--- src/rtl/stq_pkg.sv ---
// ----------------------------------------------------------------------------
// stq_pkg
// types and constants shared by the sorted timer job queue
// ----------------------------------------------------------------------------
package stq_pkg;

	localparam int ID_W        = 4;
	localparam int TICK_W      = 32;
	localparam int STATUS_W    = 3;
	localparam int IN_TDATA_W  = 72;
	localparam int IN_TUSER_W  = 2;
	localparam int OUT_TDATA_W = 8;
	localparam int FIFO_DEPTH  = 2;

	typedef enum logic [1:0] {
		CMD_CREATE  = 2'd0,
		CMD_RUN     = 2'd1,
		CMD_RESCHED = 2'd2,
		CMD_DELETE  = 2'd3
	} cmd_t;

	typedef enum logic [STATUS_W-1:0] {
		ST_DONE   = 3'd0,
		ST_FIRED  = 3'd1,
		ST_NONE   = 3'd2,
		ST_QUEUED = 3'd3,
		ST_NOTQ   = 3'd4
	} status_t;

	typedef enum logic [1:0] {
		BK_IDLE,
		BK_INSERT,
		BK_DELETE,
		BK_RUN
	} back_state_t;

	// decoded command handed from the front to the back
	typedef struct packed {
		cmd_t              cmd;
		logic [ID_W-1:0]   job_id;
		logic              bad_id;
		logic [TICK_W-1:0] tick;
		logic [TICK_W-1:0] period;
	} cmd_item_t;

endpackage

--- src/rtl/stq_front.sv ---
// ----------------------------------------------------------------------------
// stq_front
// input stage: takes commands, decodes them and flags job ids beyond the slots
// ----------------------------------------------------------------------------
module stq_front import stq_pkg::*; #(
	parameter int SLOTS = 16
) (
	input  logic                  clk,
	input  logic                  arst_n,
	input  logic                  s_axis_tvalid,
	output logic                  s_axis_tready,
	input  logic [IN_TDATA_W-1:0] s_axis_tdata,  // job_id, tick_value, repeat_period, pad
	input  logic [IN_TUSER_W-1:0] s_axis_tuser,  // cmd
	output logic                  item_vld,
	input  logic                  item_rdy,
	output cmd_item_t             item
);

	logic      vld_s1;
	cmd_item_t item_s1;
	cmd_item_t dec;

	always_comb begin
		dec.cmd    = cmd_t'(s_axis_tuser);
		dec.job_id = s_axis_tdata[ID_W-1:0];
		dec.tick   = s_axis_tdata[ID_W +: TICK_W];
		dec.period = s_axis_tdata[ID_W+TICK_W +: TICK_W];
		// run names no job, so it is never out of range
		dec.bad_id = (dec.cmd != CMD_RUN) && ({1'b0, dec.job_id} >= (ID_W+1)'(SLOTS));
	end

	assign s_axis_tready = !vld_s1 || item_rdy;

	always_ff @(posedge clk or negedge arst_n) begin
		if (!arst_n) begin
			vld_s1 <= 1'b0;
		end else if (s_axis_tready) begin
			vld_s1 <= s_axis_tvalid;
		end
	end

	always_ff @(posedge clk) begin
		if (s_axis_tvalid && s_axis_tready) begin
			item_s1 <= dec;
		end
	end

	assign item_vld = vld_s1;
	assign item     = item_s1;

endmodule

--- src/rtl/stq_fifo.sv ---
// ----------------------------------------------------------------------------
// stq_fifo
// short command queue between the front and the back
// ----------------------------------------------------------------------------
module stq_fifo import stq_pkg::*; (
	input  logic      clk,
	input  logic      arst_n,
	input  logic      push_vld,
	output logic      push_rdy,
	input  cmd_item_t push_item,
	output logic      pop_vld,
	input  logic      pop_rdy,
	output cmd_item_t pop_item
);

	localparam int PW = $clog2(FIFO_DEPTH);
	localparam int CW = $clog2(FIFO_DEPTH + 1);

	cmd_item_t       mem_q [FIFO_DEPTH];
	logic [PW-1:0]   wr_ptr_q;
	logic [PW-1:0]   rd_ptr_q;
	logic [CW-1:0]   count_q;
	logic            do_push;
	logic            do_pop;

	assign push_rdy = (count_q != CW'(FIFO_DEPTH));
	assign pop_vld  = (count_q != '0);
	assign do_push  = push_vld && push_rdy;
	assign do_pop   = pop_vld && pop_rdy;
	assign pop_item = mem_q[rd_ptr_q];

	always_ff @(posedge clk or negedge arst_n) begin
		if (!arst_n) begin
			wr_ptr_q <= '0;
			rd_ptr_q <= '0;
			count_q  <= '0;
		end else begin
			if (do_push) begin
				wr_ptr_q <= (wr_ptr_q == PW'(FIFO_DEPTH - 1)) ? '0 : wr_ptr_q + 1'b1;
			end
			if (do_pop) begin
				rd_ptr_q <= (rd_ptr_q == PW'(FIFO_DEPTH - 1)) ? '0 : rd_ptr_q + 1'b1;
			end
			if (do_push && !do_pop) begin
				count_q <= count_q + 1'b1;
			end else if (do_pop && !do_push) begin
				count_q <= count_q - 1'b1;
			end
		end
	end

	always_ff @(posedge clk) begin
		if (do_push) begin
			mem_q[wr_ptr_q] <= push_item;
		end
	end

endmodule

--- src/rtl/stq_back.sv ---
// ----------------------------------------------------------------------------
// stq_back
// runs queued commands on the ordered list, one entry a cycle unless stalled
// ----------------------------------------------------------------------------
module stq_back import stq_pkg::*; #(
	parameter int SLOTS = 16
) (
	input  logic                   clk,
	input  logic                   arst_n,
	input  logic                   item_vld,
	output logic                   item_pop,
	input  cmd_item_t              item,
	output logic                   m_axis_tvalid,
	input  logic                   m_axis_tready,
	output logic [OUT_TDATA_W-1:0] m_axis_tdata,  // fired_job, pad
	output logic [STATUS_W-1:0]    m_axis_tuser,  // status
	output logic                   m_axis_tlast   // last
);

	localparam int IW = $clog2(SLOTS);
	localparam int CW = $clog2(SLOTS + 1);

	// job store and ordered list
	logic [ID_W-1:0]   order_q [SLOTS];
	logic [CW-1:0]     count_q;
	logic [TICK_W-1:0] due_q [SLOTS];
	logic [TICK_W-1:0] per_q [SLOTS];
	logic [SLOTS-1:0]  inq_q;

	// command context
	back_state_t       state_q, state_d;
	logic [CW-1:0]     pos_q;
	logic [TICK_W-1:0] key_q;
	logic [ID_W-1:0]   id_q;
	logic              pend_vld_q;
	logic [ID_W-1:0]   pend_id_q;

	// output register
	logic              out_vld_q;
	status_t           out_st_q;
	logic [ID_W-1:0]   out_id_q;
	logic              out_last_q;

	// datapath
	logic              out_free;
	logic [IW-1:0]     hid;
	logic [ID_W-1:0]   head_id;
	logic [IW-1:0]     rd_idx;
	logic [TICK_W-1:0] rd_due;
	logic [TICK_W-1:0] rd_per;
	logic [TICK_W:0]   sum;
	logic [TICK_W-1:0] sat;
	logic              scan_hit;

	// controls
	logic              emit;
	status_t           emit_st;
	logic [ID_W-1:0]   emit_id;
	logic              emit_last;
	logic              due_we;
	logic [TICK_W-1:0] due_wd;
	logic              per_we;
	logic              inq_set;
	logic              inq_clr;
	logic [IW-1:0]     inq_clr_idx;
	logic              ins_do;
	logic              rm_do;
	logic              pos_inc;
	logic              pos_clr;
	logic              ctx_ld;
	logic [TICK_W-1:0] key_d;
	logic              pend_ld;
	logic              pend_vld_d;

	assign out_free = !out_vld_q || m_axis_tready;
	assign hid      = item.job_id[IW-1:0];
	assign head_id  = order_q[pos_q[IW-1:0]];
	assign rd_idx   = (state_q == BK_IDLE) ? hid : head_id[IW-1:0];
	assign rd_due   = due_q[rd_idx];
	assign rd_per   = per_q[rd_idx];
	assign sum      = {1'b0, rd_due} + {1'b0, rd_per};
	assign sat      = sum[TICK_W] ? '1 : sum[TICK_W-1:0];
	// list entry at pos is due no later than the key
	assign scan_hit = (pos_q < count_q) && (rd_due <= key_q);

	always_comb begin
		state_d     = state_q;
		item_pop    = 1'b0;
		emit        = 1'b0;
		emit_st     = ST_DONE;
		emit_id     = '0;
		emit_last   = 1'b1;
		due_we      = 1'b0;
		due_wd      = item.tick;
		per_we      = 1'b0;
		inq_set     = 1'b0;
		inq_clr     = 1'b0;
		inq_clr_idx = id_q[IW-1:0];
		ins_do      = 1'b0;
		rm_do       = 1'b0;
		pos_inc     = 1'b0;
		pos_clr     = 1'b0;
		ctx_ld      = 1'b0;
		key_d       = item.tick;
		pend_ld     = 1'b0;
		pend_vld_d  = pend_vld_q;
		unique case (state_q)
			BK_IDLE: begin
				if (item_vld && out_free) begin
					item_pop = 1'b1;
					emit_id  = item.job_id;
					if (item.bad_id) begin
						emit    = 1'b1;
						emit_st = ST_NOTQ;
					end else begin
						unique case (item.cmd)
							CMD_RUN: begin
								ctx_ld     = 1'b1;
								pos_clr    = 1'b1;
								pend_vld_d = 1'b0;
								state_d    = BK_RUN;
							end
							CMD_CREATE: begin
								if (inq_q[hid]) begin
									emit    = 1'b1;
									emit_st = ST_QUEUED;
								end else begin
									due_we  = 1'b1;
									per_we  = 1'b1;
									ctx_ld  = 1'b1;
									pos_clr = 1'b1;
									state_d = BK_INSERT;
								end
							end
							CMD_RESCHED: begin
								if (inq_q[hid]) begin
									emit    = 1'b1;
									emit_st = ST_QUEUED;
								end else begin
									due_we  = 1'b1;
									due_wd  = sat;
									key_d   = sat;
									ctx_ld  = 1'b1;
									pos_clr = 1'b1;
									state_d = BK_INSERT;
								end
							end
							CMD_DELETE: begin
								if (!inq_q[hid]) begin
									emit    = 1'b1;
									emit_st = ST_NOTQ;
								end else begin
									ctx_ld  = 1'b1;
									pos_clr = 1'b1;
									state_d = BK_DELETE;
								end
							end
							default: begin
								emit    = 1'b1;
								emit_st = ST_NOTQ;
							end
						endcase
					end
				end
			end
			BK_INSERT: begin
				// ties go behind every queued job with the same tick
				if (scan_hit) begin
					pos_inc = 1'b1;
				end else if (out_free) begin
					ins_do  = 1'b1;
					inq_set = 1'b1;
					emit    = 1'b1;
					emit_id = id_q;
					state_d = BK_IDLE;
				end
			end
			BK_DELETE: begin
				if (head_id == id_q) begin
					if (out_free) begin
						rm_do   = 1'b1;
						inq_clr = 1'b1;
						emit    = 1'b1;
						emit_id = id_q;
						state_d = BK_IDLE;
					end
				end else begin
					pos_inc = 1'b1;
				end
			end
			BK_RUN: begin
				// pos stays at the head; one fired id is held back to know last
				inq_clr_idx = head_id[IW-1:0];
				emit_id     = pend_id_q;
				if (scan_hit) begin
					if (!pend_vld_q || out_free) begin
						emit       = pend_vld_q;
						emit_st    = ST_FIRED;
						emit_last  = 1'b0;
						pend_ld    = 1'b1;
						pend_vld_d = 1'b1;
						rm_do      = 1'b1;
						inq_clr    = 1'b1;
					end
				end else if (out_free) begin
					emit       = 1'b1;
					emit_st    = pend_vld_q ? ST_FIRED : ST_NONE;
					emit_id    = pend_vld_q ? pend_id_q : '0;
					pend_vld_d = 1'b0;
					state_d    = BK_IDLE;
				end
			end
			default: begin
				state_d = BK_IDLE;
			end
		endcase
	end

	always_ff @(posedge clk or negedge arst_n) begin
		if (!arst_n) begin
			state_q <= BK_IDLE;
		end else begin
			state_q <= state_d;
		end
	end

	always_ff @(posedge clk or negedge arst_n) begin
		if (!arst_n) begin
			count_q    <= '0;
			inq_q      <= '0;
			pos_q      <= '0;
			pend_vld_q <= 1'b0;
			out_vld_q  <= 1'b0;
		end else begin
			if (ins_do) begin
				count_q <= count_q + 1'b1;
			end else if (rm_do) begin
				count_q <= count_q - 1'b1;
			end
			if (inq_set) begin
				inq_q[id_q[IW-1:0]] <= 1'b1;
			end else if (inq_clr) begin
				inq_q[inq_clr_idx] <= 1'b0;
			end
			if (pos_clr) begin
				pos_q <= '0;
			end else if (pos_inc) begin
				pos_q <= pos_q + 1'b1;
			end
			pend_vld_q <= pend_vld_d;
			if (emit) begin
				out_vld_q <= 1'b1;
			end else if (m_axis_tready) begin
				out_vld_q <= 1'b0;
			end
		end
	end

	// tick and period store, zero after reset
	always_ff @(posedge clk or negedge arst_n) begin
		if (!arst_n) begin
			for (int i = 0; i < SLOTS; i++) begin
				due_q[i] <= '0;
				per_q[i] <= '0;
			end
		end else begin
			if (due_we) begin
				due_q[hid] <= due_wd;
			end
			if (per_we) begin
				per_q[hid] <= item.period;
			end
		end
	end

	always_ff @(posedge clk) begin
		if (ctx_ld) begin
			key_q <= key_d;
			id_q  <= item.job_id;
		end
		if (pend_ld) begin
			pend_id_q <= head_id;
		end
		if (emit) begin
			out_st_q   <= emit_st;
			out_id_q   <= emit_id;
			out_last_q <= emit_last;
		end
	end

	// ordered list: each entry at or behind pos shifts on its own for insert and removal
	for (genvar g = 0; g < SLOTS; g++) begin : g_order
		always_ff @(posedge clk) begin
			if (ins_do) begin
				if (CW'(g) == pos_q) begin
					order_q[g] <= id_q;
				end else if (CW'(g) > pos_q) begin
					if (g > 0) begin
						order_q[g] <= order_q[(g > 0) ? g - 1 : 0];
					end
				end
			end else if (rm_do) begin
				if ((CW'(g) >= pos_q) && (g < SLOTS - 1)) begin
					order_q[g] <= order_q[(g < SLOTS - 1) ? g + 1 : g];
				end
			end
		end
	end

	assign m_axis_tvalid = out_vld_q;
	assign m_axis_tdata  = OUT_TDATA_W'(out_id_q);
	assign m_axis_tuser  = out_st_q;
	assign m_axis_tlast  = out_last_q;

endmodule

--- src/rtl/sorted_timer_job_queue.sv ---
// ----------------------------------------------------------------------------
// sorted_timer_job_queue
// timer job slots kept in an ordered list by due tick, with create, run to
// tick, periodic reschedule and delete commands
// ----------------------------------------------------------------------------
//
// channel   dir  signals                      content
// s_axis    in   tvalid tready tdata tuser    one command: cmd in tuser, job_id,
//                                             tick_value, repeat_period in tdata
// m_axis    out  tvalid tready tdata tuser    one result: status in tuser,
//                tlast                        fired_job in tdata, last as tlast
//
// a command is registered in the input stage, then waits in a two-entry
// queue until the back end is free; commands that only answer are answered
// from idle, create and reschedule walk past the queued jobs due no later
// than the new tick, delete walks to its place in the list, and run fires
// the due jobs from the head; the walk over the ordered list goes one entry
// a cycle through a single tick read port unless a stalled result holds it
// reset clears the control state and job store, no clearing pass follows it
// a stalled result stays in the output register; the back end waits for it
// and the front keeps taking commands until the queue fills
// ----------------------------------------------------------------------------
module sorted_timer_job_queue import stq_pkg::*; #(
	parameter int DEPTH = 16
) (
	input  logic                   clk,
	input  logic                   arst_n,
	// command transfers
	input  logic                   s_axis_tvalid,
	output logic                   s_axis_tready,
	input  logic [IN_TDATA_W-1:0]  s_axis_tdata,  // job_id[3:0], tick_value[35:4],
	                                               // repeat_period[67:36], zero pad
	input  logic [IN_TUSER_W-1:0]  s_axis_tuser,  // cmd[1:0]
	// result transfers
	output logic                   m_axis_tvalid,
	input  logic                   m_axis_tready,
	output logic [OUT_TDATA_W-1:0] m_axis_tdata,  // fired_job[3:0], zero pad
	output logic [STATUS_W-1:0]    m_axis_tuser,  // status[2:0]
	output logic                   m_axis_tlast   // last result of a command
);

	// job ids are four bits wide, so no more than sixteen slots are usable
	localparam int SLOTS = (DEPTH < (1 << ID_W)) ? DEPTH : (1 << ID_W);

	logic      front_vld;
	logic      front_rdy;
	cmd_item_t front_item;
	logic      back_vld;
	logic      back_pop;
	cmd_item_t back_item;

	// decode and range check
	stq_front #(
		.SLOTS (SLOTS)
	) u_front (
		.clk           (clk),
		.arst_n        (arst_n),
		.s_axis_tvalid (s_axis_tvalid),
		.s_axis_tready (s_axis_tready),
		.s_axis_tdata  (s_axis_tdata),
		.s_axis_tuser  (s_axis_tuser),
		.item_vld      (front_vld),
		.item_rdy      (front_rdy),
		.item          (front_item)
	);

	// decouples command intake from list processing
	stq_fifo u_fifo (
		.clk       (clk),
		.arst_n    (arst_n),
		.push_vld  (front_vld),
		.push_rdy  (front_rdy),
		.push_item (front_item),
		.pop_vld   (back_vld),
		.pop_rdy   (back_pop),
		.pop_item  (back_item)
	);

	// ordered list, job store and result register
	stq_back #(
		.SLOTS (SLOTS)
	) u_back (
		.clk           (clk),
		.arst_n        (arst_n),
		.item_vld      (back_vld),
		.item_pop      (back_pop),
		.item          (back_item),
		.m_axis_tvalid (m_axis_tvalid),
		.m_axis_tready (m_axis_tready),
		.m_axis_tdata  (m_axis_tdata),
		.m_axis_tuser  (m_axis_tuser),
		.m_axis_tlast  (m_axis_tlast)
	);

endmodule

--- config.mk ---
export PLATFORM = sky130hd
export DESIGN_NAME = sorted_timer_job_queue
export DESIGN_NICKNAME = d
export VERILOG_FILES = /design/src/rtl/stq_pkg.sv /design/src/rtl/stq_front.sv /design/src/rtl/stq_fifo.sv /design/src/rtl/stq_back.sv /design/src/rtl/sorted_timer_job_queue.sv
export SDC_FILE = /design/constraint.sdc
export NUM_CORES = 2
export LEC_CHECK = 0
export ABC_AREA = 0
export BUFFER_PORTS_ARGS = -buffer_cell sky130_fd_sc_hd__buf_2
export CAP_MARGIN = 40
export CORE_UTILIZATION = 57
export DETAILED_ROUTE_END_ITERATION = 7
export HOLD_SLACK_MARGIN = 0.02
export MAX_ROUTING_LAYER = met4
export PLACE_DENSITY_LB_ADDON = 0.2
export SYNTH_ARGS = -nofsm -noshare
export SYNTH_HDL_FRONTEND = slang
export SYNTH_HIERARCHICAL = 1
export SYNTH_SLANG_ARGS = --single-unit
--- constraint.sdc ---
create_clock -name clk -period 6.3 [get_ports clk]
set_input_delay 0.63 -clock clk [delete_from_list [all_inputs] [get_ports clk]]
set_output_delay 0.63 -clock clk [all_outputs]
set_load 0.1 [all_outputs]
==> insert_results.sql <==
INSERT INTO impl_metrics (metric_group, metric, value, unit) VALUES
('outcome', 'run_status', 'complete, no violations', ''),
('placed_design', 'placed_cells_incl_taps', '7209', ''),
('job', 'drv_cap', '0', ''),
('layout', 'fin_cells', '7563', ''),
('critical_path', 'crit_path_max_fanout', '14', ''),
('placed_design', 'numPortBuffers', '83', ''),
('clock_tree', 'worstSkewPairLatency', '760', 'ps'),
('yosys', 'synth_cells', '5526', ''),
('critical_path', 'worst_path_max_delay_cell', 'or4b_4', ''),
('yosys', 'synthFlopType', 'dfrtp_1', ''),
('clock_tree', 'clk_pin_slew_worst_paths', '60', 'ps'),
('critical_path', 'arrival', '6940', 'ps'),
('layout', 'final_nets', '6109', ''),
('floorplan', 'io_pins', '92', ''),
('yosys', 'synth_sequential_area_ratio', '56.52', '%'),
('layout', 'finalCoreUtilization', '68.62', '%'),
('critical_path', 'worst-setup-path-type', 'reg -> reg', ''),
('clock_tree', 'cts.root.buffer_cell', 'clkbuf_16', ''),
('floorplan', 'floorplan.rows', '122', ''),
('yosys', 'synth_cell_type_count', '86', ''),
('clock_tree', 'cts_max_path_buffers', '3', ''),
('floorplan', 'starting_density_of_the_core', '57.68', '%'),
('critical_path', 'crit_path_start_kind', 'register', ''),
('detailed_routing', 'dr_total_vias', '46370', ''),
('yosys', 'netlist_area', '64100', 'um^2'),
('clock_tree', 'clock_tree.htree_level_count', '4', ''),
('clock_tree', 'total_cts_buffers', '147', ''),
('timing', 'final_max_slew_viol_count', '0', ''),
('timing', 'timing.max_slew.rel_slack', '30.66', '%'),
('timing', 'setup_viol', '0', ''),
('yosys', 'synth_area_per_cell', '11.60', 'um^2'),
('global_route', 'grt_first_pass_wirelength', '278400', 'um'),
('global_route', 'gr-usage-all-layers', '33.48', '%'),
('global_route', 'grt_start_max_net_pins', '182', ''),
('yosys', 'async_reset_ff_share', '76.57', '%'),
('global_route', 'grt.overflow.total', '0', ''),
('layout', 'layout.cells.most_common_list', 'nand2_1, dfrtp_1, mux2_2, buf_4, o21ai_0', ''),
('detailed_routing', 'route.detailed.vias_per_inst', '6.131', ''),
('clock_tree', 'clock-sinks', '1383', ''),
('critical_path', 'cp_common_cell', 'buf_12', ''),
('global_route', 'grt_pass1_vias', '45930', ''),
('yosys', 'synth_enable_flop_cells', '324', ''),
('timing', 'clock_skew', '29.86', 'ps'),
('timing', 'finalWorstPathRequiredPeriod', '6263', 'ps'),
('timing', 'worst-slew-pin-transition', '1040', 'ps'),
('detailed_routing', 'drt_iter0_drc', '4364', ''),
('detailed_routing', 'count_of_nets_left_with_antenna_violations_after_detail_routing', '0', ''),
('hold_path', 'timing.hold.worst.start', 's_axis_tdata[13]', ''),
('detailed_routing', 'drt_first_pass_iters', '6', ''),
('layout', 'synth_to_layout_area_growth', '18.97', '%'),
('global_route', 'grt_antenna_before_repair', '7', ''),
('detailed_routing', 'wire_per_inst', '24.47', 'um'),
('critical_path', 'critical_path.endpoint_type', 'register', ''),
('detailed_routing', 'drt_wl_total', '185100', 'um'),
('critical_path', 'worstPathRequired', '6970', 'ps'),
('critical_path', 'worst-path-buf-inv', '11', ''),
('placed_design', 'hpwlAfterDp', '116900', 'um'),
('hold_path', 'hp-class', 'in -> reg', ''),
('clock_tree', 'cts_tree', 'built', ''),
('timing', 'hold_violations', '0', ''),
('detailed_routing', 'remaining_drc_errors', '0', ''),
('yosys', 'ys_seq_elements', '1383', ''),
('timing', 'maxClockFrequency', '0.1597', 'GHz'),
('timing', 'layout_worst_path_cycle_share', '99.42', '%'),
('floorplan', 'placeable_core_area', '111100', 'um^2'),
('yosys', 'yosys_warnings', '6', ''),
('critical_path', 'timing.critical_path.slowest_cell_delay', '580', 'ps'),
('floorplan', 'die_h', '337.3', 'um'),
('layout', 'final_layout_size_suffix_gt1_share', '29.27', '%'),
('floorplan', 'floorplan.die.width', '337.3', 'um'),
('critical_path', 'crit_path_launch', 'u_back/pos_q[1]', ''),
('floorplan', 'fp.dieArea', '113800', 'um^2'),
('critical_path', 'critical_path.reg2reg.startpoint', 'u_back/pos_q[1]', ''),
('placed_design', 'routabilityCongestion', '0.9535', ''),
('critical_path', 'timing.critical_path.max_delay_family', 'buffers and inverters', ''),
('layout', 'layout_commonest_cell', 'nand2_1', '');
-- routing by layer --
metal	up-vias	GRT usage, %	part of all wire, %
li1	20640	-	-
met1	23470	45.22	42
met2	1865	51.14	46
met3	392	5.512	7.4
met4	0	12.60	3.9
met5	-	-	0
-- cells in the mapped netlist (all sizes together), types with 17 or more instances --
cell	n	area, um^2
nand3	44	220.2
nand2	1130	4282
and4	64	560.5
xnor2	28	245.2
nor2	107	420.4
o21ai	502	2527
clkbuf	330	1240
a21o	17	127.6
buf	83	544.3
mux4	17	405.4
a31oi	21	131.4
a32oi	254	2225
mux2i	281	2816
and3	19	118.9
a21oi	110	550.5
inv	109	409.1
ha	80	1001
edfxtp	324	9729
o31ai	33	252.7
dfrtp	1059	26500
nor3	27	166.4
mux2	705	8224
-- registers in the layout, summed over array words and instances (netlist names) --
name and cells:
u_back/count_q 5, u_back/due_q 512, u_back/id_q 4, u_back/inq_q 16, u_back/key_q 32, u_back/m_axis_tlast 1
u_back/m_axis_tuser 3, u_back/m_axis_tvalid 1, u_back/order_q 64, u_back/out_id_q 4, u_back/pend_id_q 4, u_back/pend_vld_q 1
u_back/per_q 512, u_back/pos_q 5, u_back/state_q 2, u_fifo/count_q 2, u_fifo/mem_q 142, u_fifo/rd_ptr_q 1
u_fifo/wr_ptr_q 1, u_front/item 70, u_front/item_vld 1
-- worst paths after layout --
path | end | slack, ps | cells past startpoint
worst max-delay path | u_back/count_q[4] | 40 | 30
worst max register to register | u_back/count_q[4] | 40 | 30
min in group asynchronous | u_back/per_q[431] | 570 | 2
worst min-delay path | u_front/item[41] | 60 | 1
max in group asynchronous | u_back/due_q[343] | 4210 | 3
worst min register to register | u_fifo/mem_q[1][23] | 440 | 0
-- cell families (layout without fill, tap and decap cells) --
family	Yosys count	count (layout)	share of synthesized area, %
simple gates	1472	1472	9.854
fa+ha+maj	81	81	1.593
buf+inv	523	1062	3.428
xor+xnor	39	39	0.5329
compound gates	1023	1023	10.20
other cells	2	12	0.01172
mux	1003	1003	17.86
flops	1383	1383	56.52
-- final cells by class --
class | count | area (um^2)
tap | 1488 | 1862
clock buffer | 220 | 4383
antenna | 7 | 17.52
multi-input combinational | 3623 | 26520
fill | 8215 | 34870
inverter | 110 | 412.9
clock inverter | 47 | 446.7
timing repair buffer | 685 | 6381
sequential | 1383 | 36240
-- through the flow --
step                worst slack (ps)  instance area (um^2)  hold slack (ps)  TNS [ps]
CTS                            1.682                 75190            21.17         0
floorplan                      117.9                 64110            334.4         0
finish                         36.64                 76260            55.83         0
global placement              -473.8                 69470            421.7    -73550
global route                  -113.3                 76250            26.94     -3415
detailed placement            -450.0                 69730            430.4   -122780
-- what timing repair did --
item,CTS,global route
endpoints found under the hold margin,81,0
hold buffers,26,0
setup buffers,12,35
pin swaps,6,40
gates resized for setup,46,129
gates cloned,2,7
setup endpoints to repair,663,679
Power is not shown: default switching activity piles up to over one toggle a cycle in this logic, so the estimate is an artifact.
